File: src/rtl/csl_pkg.sv
// ----------------------------------------------------------------------------
// csl_pkg
// types and sizes shared by the common subsequence length block
// ----------------------------------------------------------------------------
package csl_pkg;

    // longest string kept, one cell per symbol
    localparam int MAX_LEN = 1024;
    localparam int LEN_W   = $clog2(MAX_LEN + 1);
    localparam int IDX_W   = (MAX_LEN > 1) ? $clog2(MAX_LEN) : 1;
    localparam int SYM_W   = 8;
    localparam int SCORE_W = 11;

    // input beat
    typedef struct packed {
        logic [SYM_W-1:0] symbol;
        logic             to_second;
        logic             last;
    } item_t;

    // output beat
    typedef struct packed {
        logic [SCORE_W-1:0] lcs_length;
        logic               overflow;
    } result_t;

    // second-string token moving down the cell row
    typedef struct packed {
        logic               valid;
        logic               upd;
        logic               first;
        logic               last;
        logic [SYM_W-1:0]   symbol;
        logic [SCORE_W-1:0] left;
        logic [SCORE_W-1:0] diag;
    } token_t;

endpackage

File: src/rtl/csl_cell.sv
// ----------------------------------------------------------------------------
// csl_cell
// one cell of the score row: holds one first-string symbol and its score
// ----------------------------------------------------------------------------
module csl_cell (
    input  logic                        clk,
    input  logic                        rst_n,
    input  logic                        wr_en,
    input  logic [csl_pkg::SYM_W-1:0]   wr_symbol,
    input  logic                        clear,
    input  csl_pkg::token_t             tok,
    output csl_pkg::token_t             tok_out
);

    logic [csl_pkg::SYM_W-1:0]   sym_reg;
    logic [csl_pkg::SYM_W-1:0]   sym_next;
    logic                        act_reg;
    logic                        act_next;
    logic [csl_pkg::SCORE_W-1:0] score_reg;
    logic [csl_pkg::SCORE_W-1:0] score_next;
    csl_pkg::token_t             tok_reg;
    csl_pkg::token_t             tok_next;
    logic [csl_pkg::SCORE_W-1:0] up;
    logic [csl_pkg::SCORE_W-1:0] v;

    // score update for the token passing through
    always_comb
    begin
        up = tok.first ? '0 : score_reg;
        if (sym_reg == tok.symbol)
        begin
            v = tok.diag + csl_pkg::SCORE_W'(1);
        end
        else
        begin
            v = (tok.left > up) ? tok.left : up;
        end
        score_next = score_reg;
        tok_next   = tok;
        if (tok.valid && act_reg)
        begin
            if (tok.upd)
            begin
                score_next    = v;
                tok_next.left = v;
                tok_next.diag = up;
            end
            else
            begin
                score_next    = up;
                tok_next.left = up;
                tok_next.diag = up;
            end
        end
    end

    // symbol load and occupancy
    always_comb
    begin
        sym_next = wr_en ? wr_symbol : sym_reg;
        if (clear)
        begin
            act_next = 1'b0;
        end
        else if (wr_en)
        begin
            act_next = 1'b1;
        end
        else
        begin
            act_next = act_reg;
        end
    end

    // control state
    always_ff @(posedge clk or negedge rst_n)
    begin
        if (!rst_n)
        begin
            act_reg <= 1'b0;
            tok_reg <= '0;
        end
        else
        begin
            act_reg <= act_next;
            tok_reg <= tok_next;
        end
    end

    // payload state
    always_ff @(posedge clk)
    begin
        sym_reg   <= sym_next;
        score_reg <= score_next;
    end

    assign tok_out = tok_reg;

endmodule

File: config.mk
export PLATFORM = sky130hd
export DESIGN_NAME = csl_cell
export DESIGN_NICKNAME = d
export VERILOG_FILES = /design/src/rtl/csl_pkg.sv /design/src/rtl/csl_cell.sv
export SDC_FILE = /design/constraint.sdc
export NUM_CORES = 1
export LEC_CHECK = 0
export BUFFER_PORTS_ARGS = -buffer_cell sky130_fd_sc_hd__buf_2
export CORE_MARGIN = 2
export CORE_UTILIZATION = 30
export CTS_BUF_LIST = sky130_fd_sc_hd__clkbuf_4 sky130_fd_sc_hd__clkbuf_8
export CTS_CLUSTER_DIAMETER = 40
export DETAILED_ROUTE_END_ITERATION = 7
export SYNTH_ARGS = -nofsm -noshare
export SYNTH_HDL_FRONTEND = slang
export SYNTH_SLANG_ARGS = --single-unit
File: constraint.sdc
create_clock -name clk -period 2.05 [get_ports clk]
set_input_delay 0.205 -clock clk [delete_from_list [all_inputs] [get_ports clk]]
set_output_delay 0.205 -clock clk [all_outputs]
set_load 0.05 [all_outputs]
**Yosys cells after proc, flatten, opt, wreduce, memory -nomap -nowiden**

Cells that the tools add are included.

- Bits in registers: 54
- Bits of input ports: 46
- Output and inout port bits: 34
- Logic and storage cells: 23

- $lt $le $gt $ge: 1
- Equality and inequality tests: 1
- Add/sub/neg operators: 1
- Reductions and logical operators: 2
- Muxes and demuxes: 8

Operator list:

| operator | count |
|---|---|
| 2-to-1 mux 11 bit | 4 |
| 2-to-1 mux 22 bit | 2 |
| adder 11 x 1 -> 11 bit (second input constant) | 1 |
| greater-than comparator 11 bit | 1 |
| == test 8 bit | 1 |
| 2-to-1 mux 1 bit | 2 |
| nonzero test 2 bit | 1 |
| logical AND 1 bit | 1 |

**Longest topological paths before layout**

Gate-level depths: netlist (run 1).

- Depth after elaboration: 6
- Depth in mapped cells: 11
- Gate-level depth less buffers: 9

**Worst setup path before layout (run 1)**

OpenSTA, ideal clock, no wires.

- Kind: input to register
- Start point: in tok[31] (netlist name)
- End point: reg score_reg[3] (netlist name) (data pin)
- Arrival: 1.912 ns
- Library setup time: 0.259 ns
- Path slack: -0.121 ns
- Cell stages on the path: 8
- Required time: 1.791 ns
- Cell sequence: clkbuf_1 > nand2b_1 > ha_1 > nand4_1 > nor3_1 > a211oi_2 > and3_1 > a211o_1

- Cells in the longest elaborated chain, start to end: 5

RTL lines:

| element | RTL line | text |
|---|---|---|
| start: declaration | csl_cell.sv:11 | `input csl_pkg::token_t tok,` |
| 2-to-1 mux 11 bit * | csl_cell.sv:29 | `up = tok.first ? '0 : score_reg;` |
| greater-than comparator 11 bit | csl_cell.sv:36 | `v = (tok.left > up) ? tok.left : up;` |
| 2-to-1 mux 11 bit | csl_cell.sv:36 |  |
| 2-to-1 mux 11 bit | csl_cell.sv:30 | `if (sym_reg == tok.symbol)` |
| 2-to-1 mux 11 bit * | csl_cell.sv:42 | `if (tok.upd)` |
| end signal: assignment | csl_cell.sv:94 | `score_reg <= score_next;` |
| end: declaration | csl_cell.sv:19 | `logic [csl_pkg::SCORE_W-1:0] score_reg;` |

Mark *: on every way between the ends. The rest lies on a longest branch, timed or not.
A chain may end at the register's enable or synchronous reset.

**Worst setup path in the final report (run 1)**

- Start point: reg score_reg[5] (netlist name)
- End point: reg score_reg[10] (netlist name) (data pin)

- Cells in the longest elaborated chain, start to end: 5

RTL lines:

| element | RTL line |
|---|---|
| 2-to-1 mux 11 bit | csl_cell.sv:29 |
| greater-than comparator 11 bit | csl_cell.sv:36 |
| 2-to-1 mux 11 bit | csl_cell.sv:36 |
| 2-to-1 mux 11 bit | csl_cell.sv:30 |
| 2-to-1 mux 11 bit | csl_cell.sv:42 |

Every way passes these cells.

==> results of run 1 <==
-- kinds of logic (layout without fill, tap and decap cells) --
group,count (synthesis),count (layout)
buffers and inverters,16,126
multiplexers,5,5
XOR/XNOR,17,17
adder cells (fa/ha/maj),12,12
flip-flops,54,54
AND/OR/NAND/NOR,71,71
AO/OA/AOI/OAI,72,72
-- where the power goes --
part           internal (W)  switching, W  total (W)
clock              0.000360      0.000355   0.000715
sequential          0.00120     0.0000246    0.00122
combinational      0.000267      0.000470   0.000738
total               0.00183      0.000851    0.00268
-- repair_timing --
| action | in CTS | in global routing |
|---|---|---|
| resized for setup | 15 | 8 |
| setup buffers | 1 | 2 |
| pin swaps | 4 | 6 |
| hold buffers | 2 | 0 |
| setup endpoints to repair | 18 | 22 |
| endpoints found under the hold margin | 2 | 0 |
-- critical path, stage by stage (launching register included) --
cell and delay (ns):
edfxtp_1 0.35, nand2b_1 0.11, ha_4 0.29, nand4_1 0.15, a21o_1 0.23, buf_4 0.14, buf_6 0.10, a21oi_2 0.17
o31ai_1 0.10, o21ai_1 0.22, mux2i_1 0.10
-- layout make-up --
class,instances,area (µm²)
clock inverters,2,38.79
inverters,7,26.28
multi-input cells,177,1461
fillers,888,5276
well taps,111,138.9
repair buffers,112,651.9
flip-flops and latches,54,1446
clock buffers,5,68.82
-- layer usage --
layer  up-vias  wire length [µm]  global-route usage
met5         -                 0                   0
met4         0               108             0.04847
met3        10               278             0.02507
met2        61              3544              0.2571
met1      1118              3471              0.2054
li1       1114                 -                   -
-- through the flow --
stage	instance area, µm²	hold WS (ns)	power (W)
final	3832	-0.02413	0.002677
after detailed placement	3570	0.3196	0.001943
after global routing	3832	0.004218	0.002812
after CTS	3777	0.008844	0.002683
after global placement	3570	0.3178	0.001934
after floorplan	2905	-0.09059	0.001704
-- synth_stat cells, types with 2 or more instances --
cell type,n
nor2_1,15
o21ai_2,2
and3_1,2
a22o_1,5
o21ai_0,15
a31oi_1,9
nand2_1,22
ha_1,12
clkbuf_1,5
o21ai_1,5
o21bai_1,2
edfxtp_1,19
inv_1,6
nand4_1,4
dfrtp_1,35
a21boi_0,4
nor3_1,4
o21a_1,3
o22ai_1,2
xor2_1,12
nor4_4,2
nand2b_1,11
buf_6,2
a21oi_1,7
a21o_1,4
mux2_2,4
xnor2_1,5
o31ai_2,5
nand3_1,7
-- path summary, 6_finish.rpt --
check	from	endpoint	slack, ns
setup / recovery	score_reg[5]	score_reg[10]	-0.18
min in group clk	tok[27]	tok_out[27]	0.02
setup reg to reg	score_reg[5]	score_reg[10]	-0.18
hold reg to reg	act_reg	act_reg	0.52
hold / removal	rst_n	act_reg	-0.02
max in group asynchronous	rst_n	tok_out[19]	1.55
==> flow_summary.ini, run 1 <==
[outcome]
status = finished, violations left
violations = negative hold slack, negative setup slack

[detailed_routing]
ant_nets = 0
drt_first_pass_iters = 4
viasPerCell = 4.921
first_iter_violations = 137
drc = 0
drt_wl_total_mm = 7.404
post_drt_wl_per_cell_um = 15.82
num_vias = 2303

[placed_design]
post-place-ws_ns = -0.3515
place.port_buffers = 79
dp.cells = 456
place_congestion = 0.8854
dpl.hpwl_mm = 5.556

[cells_and_area]
drive_gt1_frac = 0.4566
layout_common_cells = 79 x buf_2, 35 x dfrtp_1, 30 x buf_4
nets = 415
diodes = 0
layout_commonest_cell = buf_2
largest_reg_flops = 34
fin_cells = 468
finalCoreUtilization = 0.4207
area.growth.synth_to_final_pct = 38.10

[clocking]
cts_tree = yes
worstSkewPairLatency_ns = 0.31
clock_path_buffers = 2
cts_sinks = 54
clkSlewWorstSetupHoldPaths_ns = 0.10
root_buffer = clkbuf_8
numCtsBuffers = 5
ctsHtreeMaxLevel = 2

[synth]
synth-simple-area-share = 0.1357
synth.net_count = 305
muxShareOfSynthArea = 0.01984
yosysWarnings = 0
netlist_area_um2 = 2775
ys.flop_type = dfrtp_1
yosys_register_bits = 54
synth_area_leader_cell = dfrtp_1
synthAdderAreaFrac = 0.05410
synth_cells = 247
synth_top_cell_area_share = 0.3156
synth_edf_count = 19
yosysUniqueCellTypes = 46
synth_top_family_by_area = compound AO/OA/AOI/OAI gates
synth_xor_xnor_area_share = 0.05365
synth_area_leaders = dfrtp_1 32%, edfxtp_1 21%, ha_1 5.4%
synth-compound-area-share = 0.1849
synth_area_per_cell_um2 = 11.24
ys_seq_area_frac = 0.5212
async_flop_share = 0.6481

[worst_setup_path]
critPathRequiredTime_ns = 2.11
crit_fanout = 3
reg2reg_depth = 10
critPathLaunchType = flip-flop
cp-end-kind = flip-flop
cp_data_arrival_time_ns = 2.28
critPathKind = flip-flop to flip-flop

[global_route]
grt_usage = 0.1541
grt_pass1_wl_mm = 12.14
grt_remaining_overflow = 0
first_global_vias = 2426
grt_max_degree = 36
antenna_found_initial = 0

[floorplan]
core_um2 = 9109
start_util = 0.3047
rows = 35
io-pin-count = 80
die_w_um = 100.2
dieArea_um2 = 10040
die_h_um = 100.2

[power_and_ir_drop]
irDropWorstVdd_uv = 278.7
power_density_nw_per_um2 = 698.6
p_leak_nw = 1.718

[sta]
timing.hold.ws_ns = -0.02413
min_period_ns = 2.228
worst_pin_slew_ns = 0.8154
period_share = 1.087
max_slew_margin = 0.4564
slew_violations = 0
timing.fmax_mhz = 448.9
clock_skew_ns = 0.009618
rsz0062_at_grt = true
setup_violations = 18
tns_ns = -1.007
hold_viol = 35
layout_setup_ws_ns = -0.1775

[job]
maxCapViolations = 0

[min_path]
hold_class = input port to asynchronous set/reset pin
Note: power is estimated with default switching activity, not from simulation.
==> inputs of run 2 (changes only) <==
- HOLD_SLACK_MARGIN: not set -> 0.06
==> flow_summary.ini, run 2 (synthesis gave the netlist of run 1 again) <==
[worst_setup_path]
critPathKind = flip-flop to flip-flop
cp-end-kind = flip-flop
cp_data_arrival_time_ns = 2.26
crit_chain = nand2b_1, ha_4, nand4_1, a21o_1, buf_4, buf_6, a21oi_2, o31ai_1, o21ai_1, mux2i_1
timing.reg2reg.setup_slack_ns = -0.15
slowest_delay_ns = 0.35
critPathLaunchType = flip-flop
critPathRequiredTime_ns = 2.11
crit_fanout = 3
cp_slowest_cell = edfxtp_1

[cells_and_area]
final_area_um2 = 3988
diodes = 0
drive_gt1_frac = 0.4343
area.growth.synth_to_final_pct = 43.69
layout_commonest_cell = buf_2
layout_common_cells = 79 x buf_2, 35 x dfrtp_1, 30 x buf_4
nets = 431
largest_reg_flops = 34
fin_cells = 484

[floorplan]
rows = 35
io-pin-count = 80
start_util = 0.3047
die_w_um = 100.2
core_um2 = 9109
die_h_um = 100.2
dieArea_um2 = 10040

[clocking]
cts_tree = yes
clock_path_buffers = 2
cts_sinks = 54
numCtsBuffers = 5
root_buffer = clkbuf_8
ctsHtreeMaxLevel = 2
clkSlewWorstSetupHoldPaths_ns = 0.10
worstSkewPairLatency_ns = 0.31

[global_route]
grt_remaining_overflow = 0
grt_pass1_wl_mm = 12.48
antenna_found_initial = 0
grt_max_degree = 36
first_global_vias = 2485
grt_usage = 0.1583

[placed_design]
placed_cell_area_um2 = 3570
place.port_buffers = 79
dpl.hpwl_mm = 5.556
dp.cells = 456
place_congestion = 0.8854

[sta]
worst_pin_slew_ns = 0.8284
setup_violations = 19
timing.fmax_mhz = 453.8
hold_viol = 0
max_slew_margin = 0.4477
period_share = 1.075
clock_skew_ns = 0.007754
slew_violations = 0
layout_setup_ws_ns = -0.1534
rsz0062_at_grt = true
min_period_ns = 2.203

[detailed_routing]
first_iter_violations = 105
drt_first_pass_iters = 4
drt_wl_total_mm = 7.579
post_drt_wl_per_cell_um = 15.66
ant_nets = 0
drc = 0
viasPerCell = 4.926
num_vias = 2384

[job]
maxCapViolations = 0

[outcome]
violations = negative setup slack
status = finished, violations left

[power_and_ir_drop]
power_density_nw_per_um2 = 674.9
p_leak_nw = 1.784
irDropWorstVdd_uv = 278.7

[min_path]
hold_class = input port to flip-flop
run 2: cell types whose count changed in the layout (fill, tap and decap cells not counted):
cell           change
dlygate4sd3_1     +16
nand3_2            -1
nand3_1            +1
run 2: path summary, 6_finish.rpt:
path	endpoint	cells past startpoint	startpoint
hold / removal	sym_reg[7]	1	wr_symbol[7]
setup / recovery	score_reg[10]	10	score_reg[5]
setup reg to reg	score_reg[10]	10	score_reg[5]
max in group asynchronous	tok_out[5]	2	rst_n
hold reg to reg	act_reg	2	act_reg
min in group asynchronous	act_reg	2	rst_n
run 2: per-layer routing:
metal,part of all wire,wire (µm),up-vias,GRT usage
li1,-,-,1145,-
met1,0.45,3441,1164,0.2121
met2,0.49,3732,65,0.2659
met3,0.042,320,10,0.02507
met4,0.011,85,0,0.04426
met5,0,0,-,0
run 2: cell type report:
cell class	count	area [µm²]
Clock inverter	2	38.79
Fill cell	872	5121
Inverter	7	26.28
Clock buffer	5	68.82
Timing Repair Buffer	128	812.0
Tap cell	111	138.9
Multi-Input combinational cell	177	1456
Sequential cell	54	1446
run 2: metrics by stage:
stage	setup TNS (ns)	util	total power [W]	hold WS [ns]	worst slack (ns)
2_1_floorplan	-0.01506	-	0.001704	-0.09059	-0.01506
3_3_place_gp	-3.915	0.3919	0.001934	0.3178	-0.2897
3_5_place_dp	-5.313	0.3919	0.001943	0.3196	-0.3515
4_1_cts	-0.5682	0.4290	0.002702	0.06200	-0.09626
5_1_grt	-3.004	0.4378	0.002839	0.07007	-0.2169
6_report	-0.9091	0.4378	0.002691	0.07688	-0.1534
run 2: power by group:
part | switching [W] | internal (W) | total [W]
Sequential | 0.0000250 | 0.00120 | 0.00122
Combinational | 0.000474 | 0.000286 | 0.000760
Clock | 0.000347 | 0.000360 | 0.000707
run 2: critical path: cells and delay by family (launching register included):
kind / cells / cell delay [ns]
AOI/OAI and AO/OA: 4 / 0.71
DFF: 1 / 0.35
buffers and inverters: 2 / 0.24
adders and majority gates: 1 / 0.29
muxes: 1 / 0.10
and+or+nand+nor: 2 / 0.27
run 2: repair_timing:
| item | CTS | global route |
|---|---|---|
| endpoints found under the setup margin | 18 | 22 |
| buffers inserted | 1 | 2 |
| endpoints found under the hold margin | 49 | 3 |
| pin swaps | 4 | 6 |
| resized for setup | 15 | 7 |
| hold buffers | 15 | 3 |
==> inputs of run 3 (changes only) <==
- ABC_AREA: not set -> 1
- clock period: 2.05 -> 2.75 ns (I/O delays scaled with it)
==> flow_summary.ini, run 3 <==
[synth]
synth_area_leader_cell = dfrtp_1
yosysWarnings = 0
yosysMostFrequentCell = nand2_1
yosys_register_bits = 54
synth_common_cells = 123 x nand2_1, 38 x inv_1, 35 x dfrtp_1
synth_edf_count = 19
synth_area_per_cell_um2 = 8.236
synth.net_count = 417
ys_seq_area_frac = 0.4892
synth_cells = 359
ys.flop_type = dfrtp_1
synth_area_leaders = dfrtp_1 30%, edfxtp_1 19%, nand2_1 16%
synth_top_cell_area_share = 0.2962
yosysUniqueCellTypes = 34
netlist_area_um2 = 2957
async_flop_share = 0.6481

[worst_setup_path]
critPathKind = input port to flip-flop
cp_top_family = simple AND/OR/NAND/NOR gates
slowest_delay_ns = 0.32
cp-end-kind = flip-flop
cp_slowest_cell = clkinv_1
r2r-start = score_reg[10]
crit_fanout = 10
critPathRequiredTime_ns = 2.82
r2r_end = score_reg[1]
timing.reg2reg.setup_slack_ns = 0.68
cp_data_arrival_time_ns = 2.28
crit_chain = buf_2, clkinv_1, nand2_1, ha_1, nand2_1, inv_2, nand2_1, inv_2, nand2_1, nand3_2, nand2_2, nand2_1, nand3_1, a21boi_1
reg2reg_depth = 12
cp_num_buf_inv = 4
critPathLaunchType = input port
crit_top_cell = nand2_1

[detailed_routing]
post_drt_wl_per_cell_um = 12.74
maxUsedRoutingLayer = met4
drt_wl_total_mm = 7.315
wl_met2_mm = 3.448
drt_first_pass_iters = 4
viasPerCell = 4.500
drc = 0
route.met3.wl_um = 441
num_vias = 2583
drt-met1-wl_mm = 3.312
first_iter_violations = 147
ant_nets = 0

[global_route]
grt_remaining_overflow = 0
first_global_vias = 2394
grt_usage = 0.1437
grt_pass1_wl_mm = 11.87
antenna_found_initial = 0
grt_max_degree = 36

[clocking]
clkSlewWorstSetupHoldPaths_ns = 0.10
cts_tree = yes
ctsHtreeMaxLevel = 2
numCtsBuffers = 5
cts_sinks = 54
clock_path_buffers = 2
worstSkewPairLatency_ns = 0.31
root_buffer = clkbuf_8

[cells_and_area]
diodes = 0
layout_commonest_cell = nand2_1
layout_common_cells = 123 x nand2_1, 79 x buf_2, 38 x inv_1
multi_input_area_um2 = 1242
nets = 498
largest_reg_flops = 34
drive_gt1_frac = 0.2585
seqCellArea_um2 = 1446
area.growth.synth_to_final_pct = 21.12
final.fill_count = 994

[sta]
period_share = 0.8039
clock_skew_ns = 0.008147
worst_pin_slew_ns = 0.8399
tns_ns = 0
setup_violations = 0
slew_violations = 0
layout_setup_ws_ns = 0.5394
rsz0062_at_grt = false
min_period_ns = 2.211
timing.fmax_mhz = 452.4
max_slew_margin = 0.4395
hold_viol = 0

[floorplan]
dieArea_um2 = 10670
core_um2 = 9684
rows = 36
io-pin-count = 80
die_w_um = 103.3
start_util = 0.3053
die_h_um = 103.3

[placed_design]
place.port_buffers = 79
post-place-ws_ns = 0.2325
dpl.hpwl_mm = 5.446
place_congestion = 0.9055

[power_and_ir_drop]
p_leak_nw = 1.912
power_density_nw_per_um2 = 517.6
irDropWorstVdd_uv = 179.7

[outcome]
status = complete, no violations

[min_path]
hold_class = input port to asynchronous set/reset pin

[job]
maxCapViolations = 0
run 3: worst register-to-register path, delay by kind of cell, from the launching register on:
family	cells	cell delay, ns
AO/OA/AOI/OAI	1	0.07
AND/OR/NAND/NOR	8	1.02
buffers and inverters	2	0.08
flip-flops	1	0.37
adder cells (fa/ha/maj)	1	0.28
run 3: what timing repair did:
action,CTS,global route
hold buffers,1,0
setup endpoints to repair,0,0
gates resized for setup,0,0
endpoints found under the hold margin,1,0
buffers inserted,0,0
run 3: area by class of cell:
class,instances,area share
multi-input cells,243,0.3470
inverters,53,0.05556
clock buffers,6,0.02306
flip-flops and latches,54,0.4039
repair buffers,83,0.1195
well taps,133,0.04647
clock inverters,2,0.004542
run 3: cells by family after synthesis:
group                      share of synthesized area
xor gates and xnor gates                     0.01185
and+or+nand+nor                               0.2903
buffers and inverters                        0.09056
adders and majority gates                    0.05078
AOI/OAI and AO/OA                            0.06729
DFF                                           0.4892
run 3: worst max-delay path by stage:
stage / cells after the start / slack, ns / startpoint / to
3_3_place_gp: 12 / 0.36 / tok[31] / score_reg[8]
3_5_place_dp: 14 / 0.23 / tok[31] / score_reg[1]
5_1_grt: 15 / 0.30 / tok[31] / tok_out[11]
4_1_cts: 14 / 0.58 / tok[31] / score_reg[1]
6_report: 14 / 0.54 / tok[31] / score_reg[1]
2_1_floorplan: 12 / 0.93 / tok[31] / score_reg[8]
run 3: layer usage:
| layer | track usage | vias to the layer above |
|---|---|---|
| met5 | 0 | - |
| met4 | 0.05466 | 0 |
| met3 | 0.02688 | 9 |
| met2 | 0.2333 | 91 |
| met1 | 0.1913 | 1174 |
| li1 | - | 1309 |
run 3: stage by stage:
step                      cell area (µm²)  utilization  cells  hold slack [ns]  power, W
after floorplan                      2957            -    359         -0.02059  0.001242
after global placement               3472       0.3585    565           0.3838  0.001378
after detailed placement             3472       0.3585    565           0.3892  0.001386
after CTS                            3581       0.3698    574          0.06820  0.001875
after global routing                 3581       0.3698    574          0.06661  0.001954
final                                3581       0.3698    574          0.03266  0.001853
run 3: where the power goes:
group	switching [W]	internal (W)	leakage [nW]
logic	0.000333	0.000130	1.27
clock network	0.000277	0.000208	0.0478
registers	0.0000144	0.000891	0.595
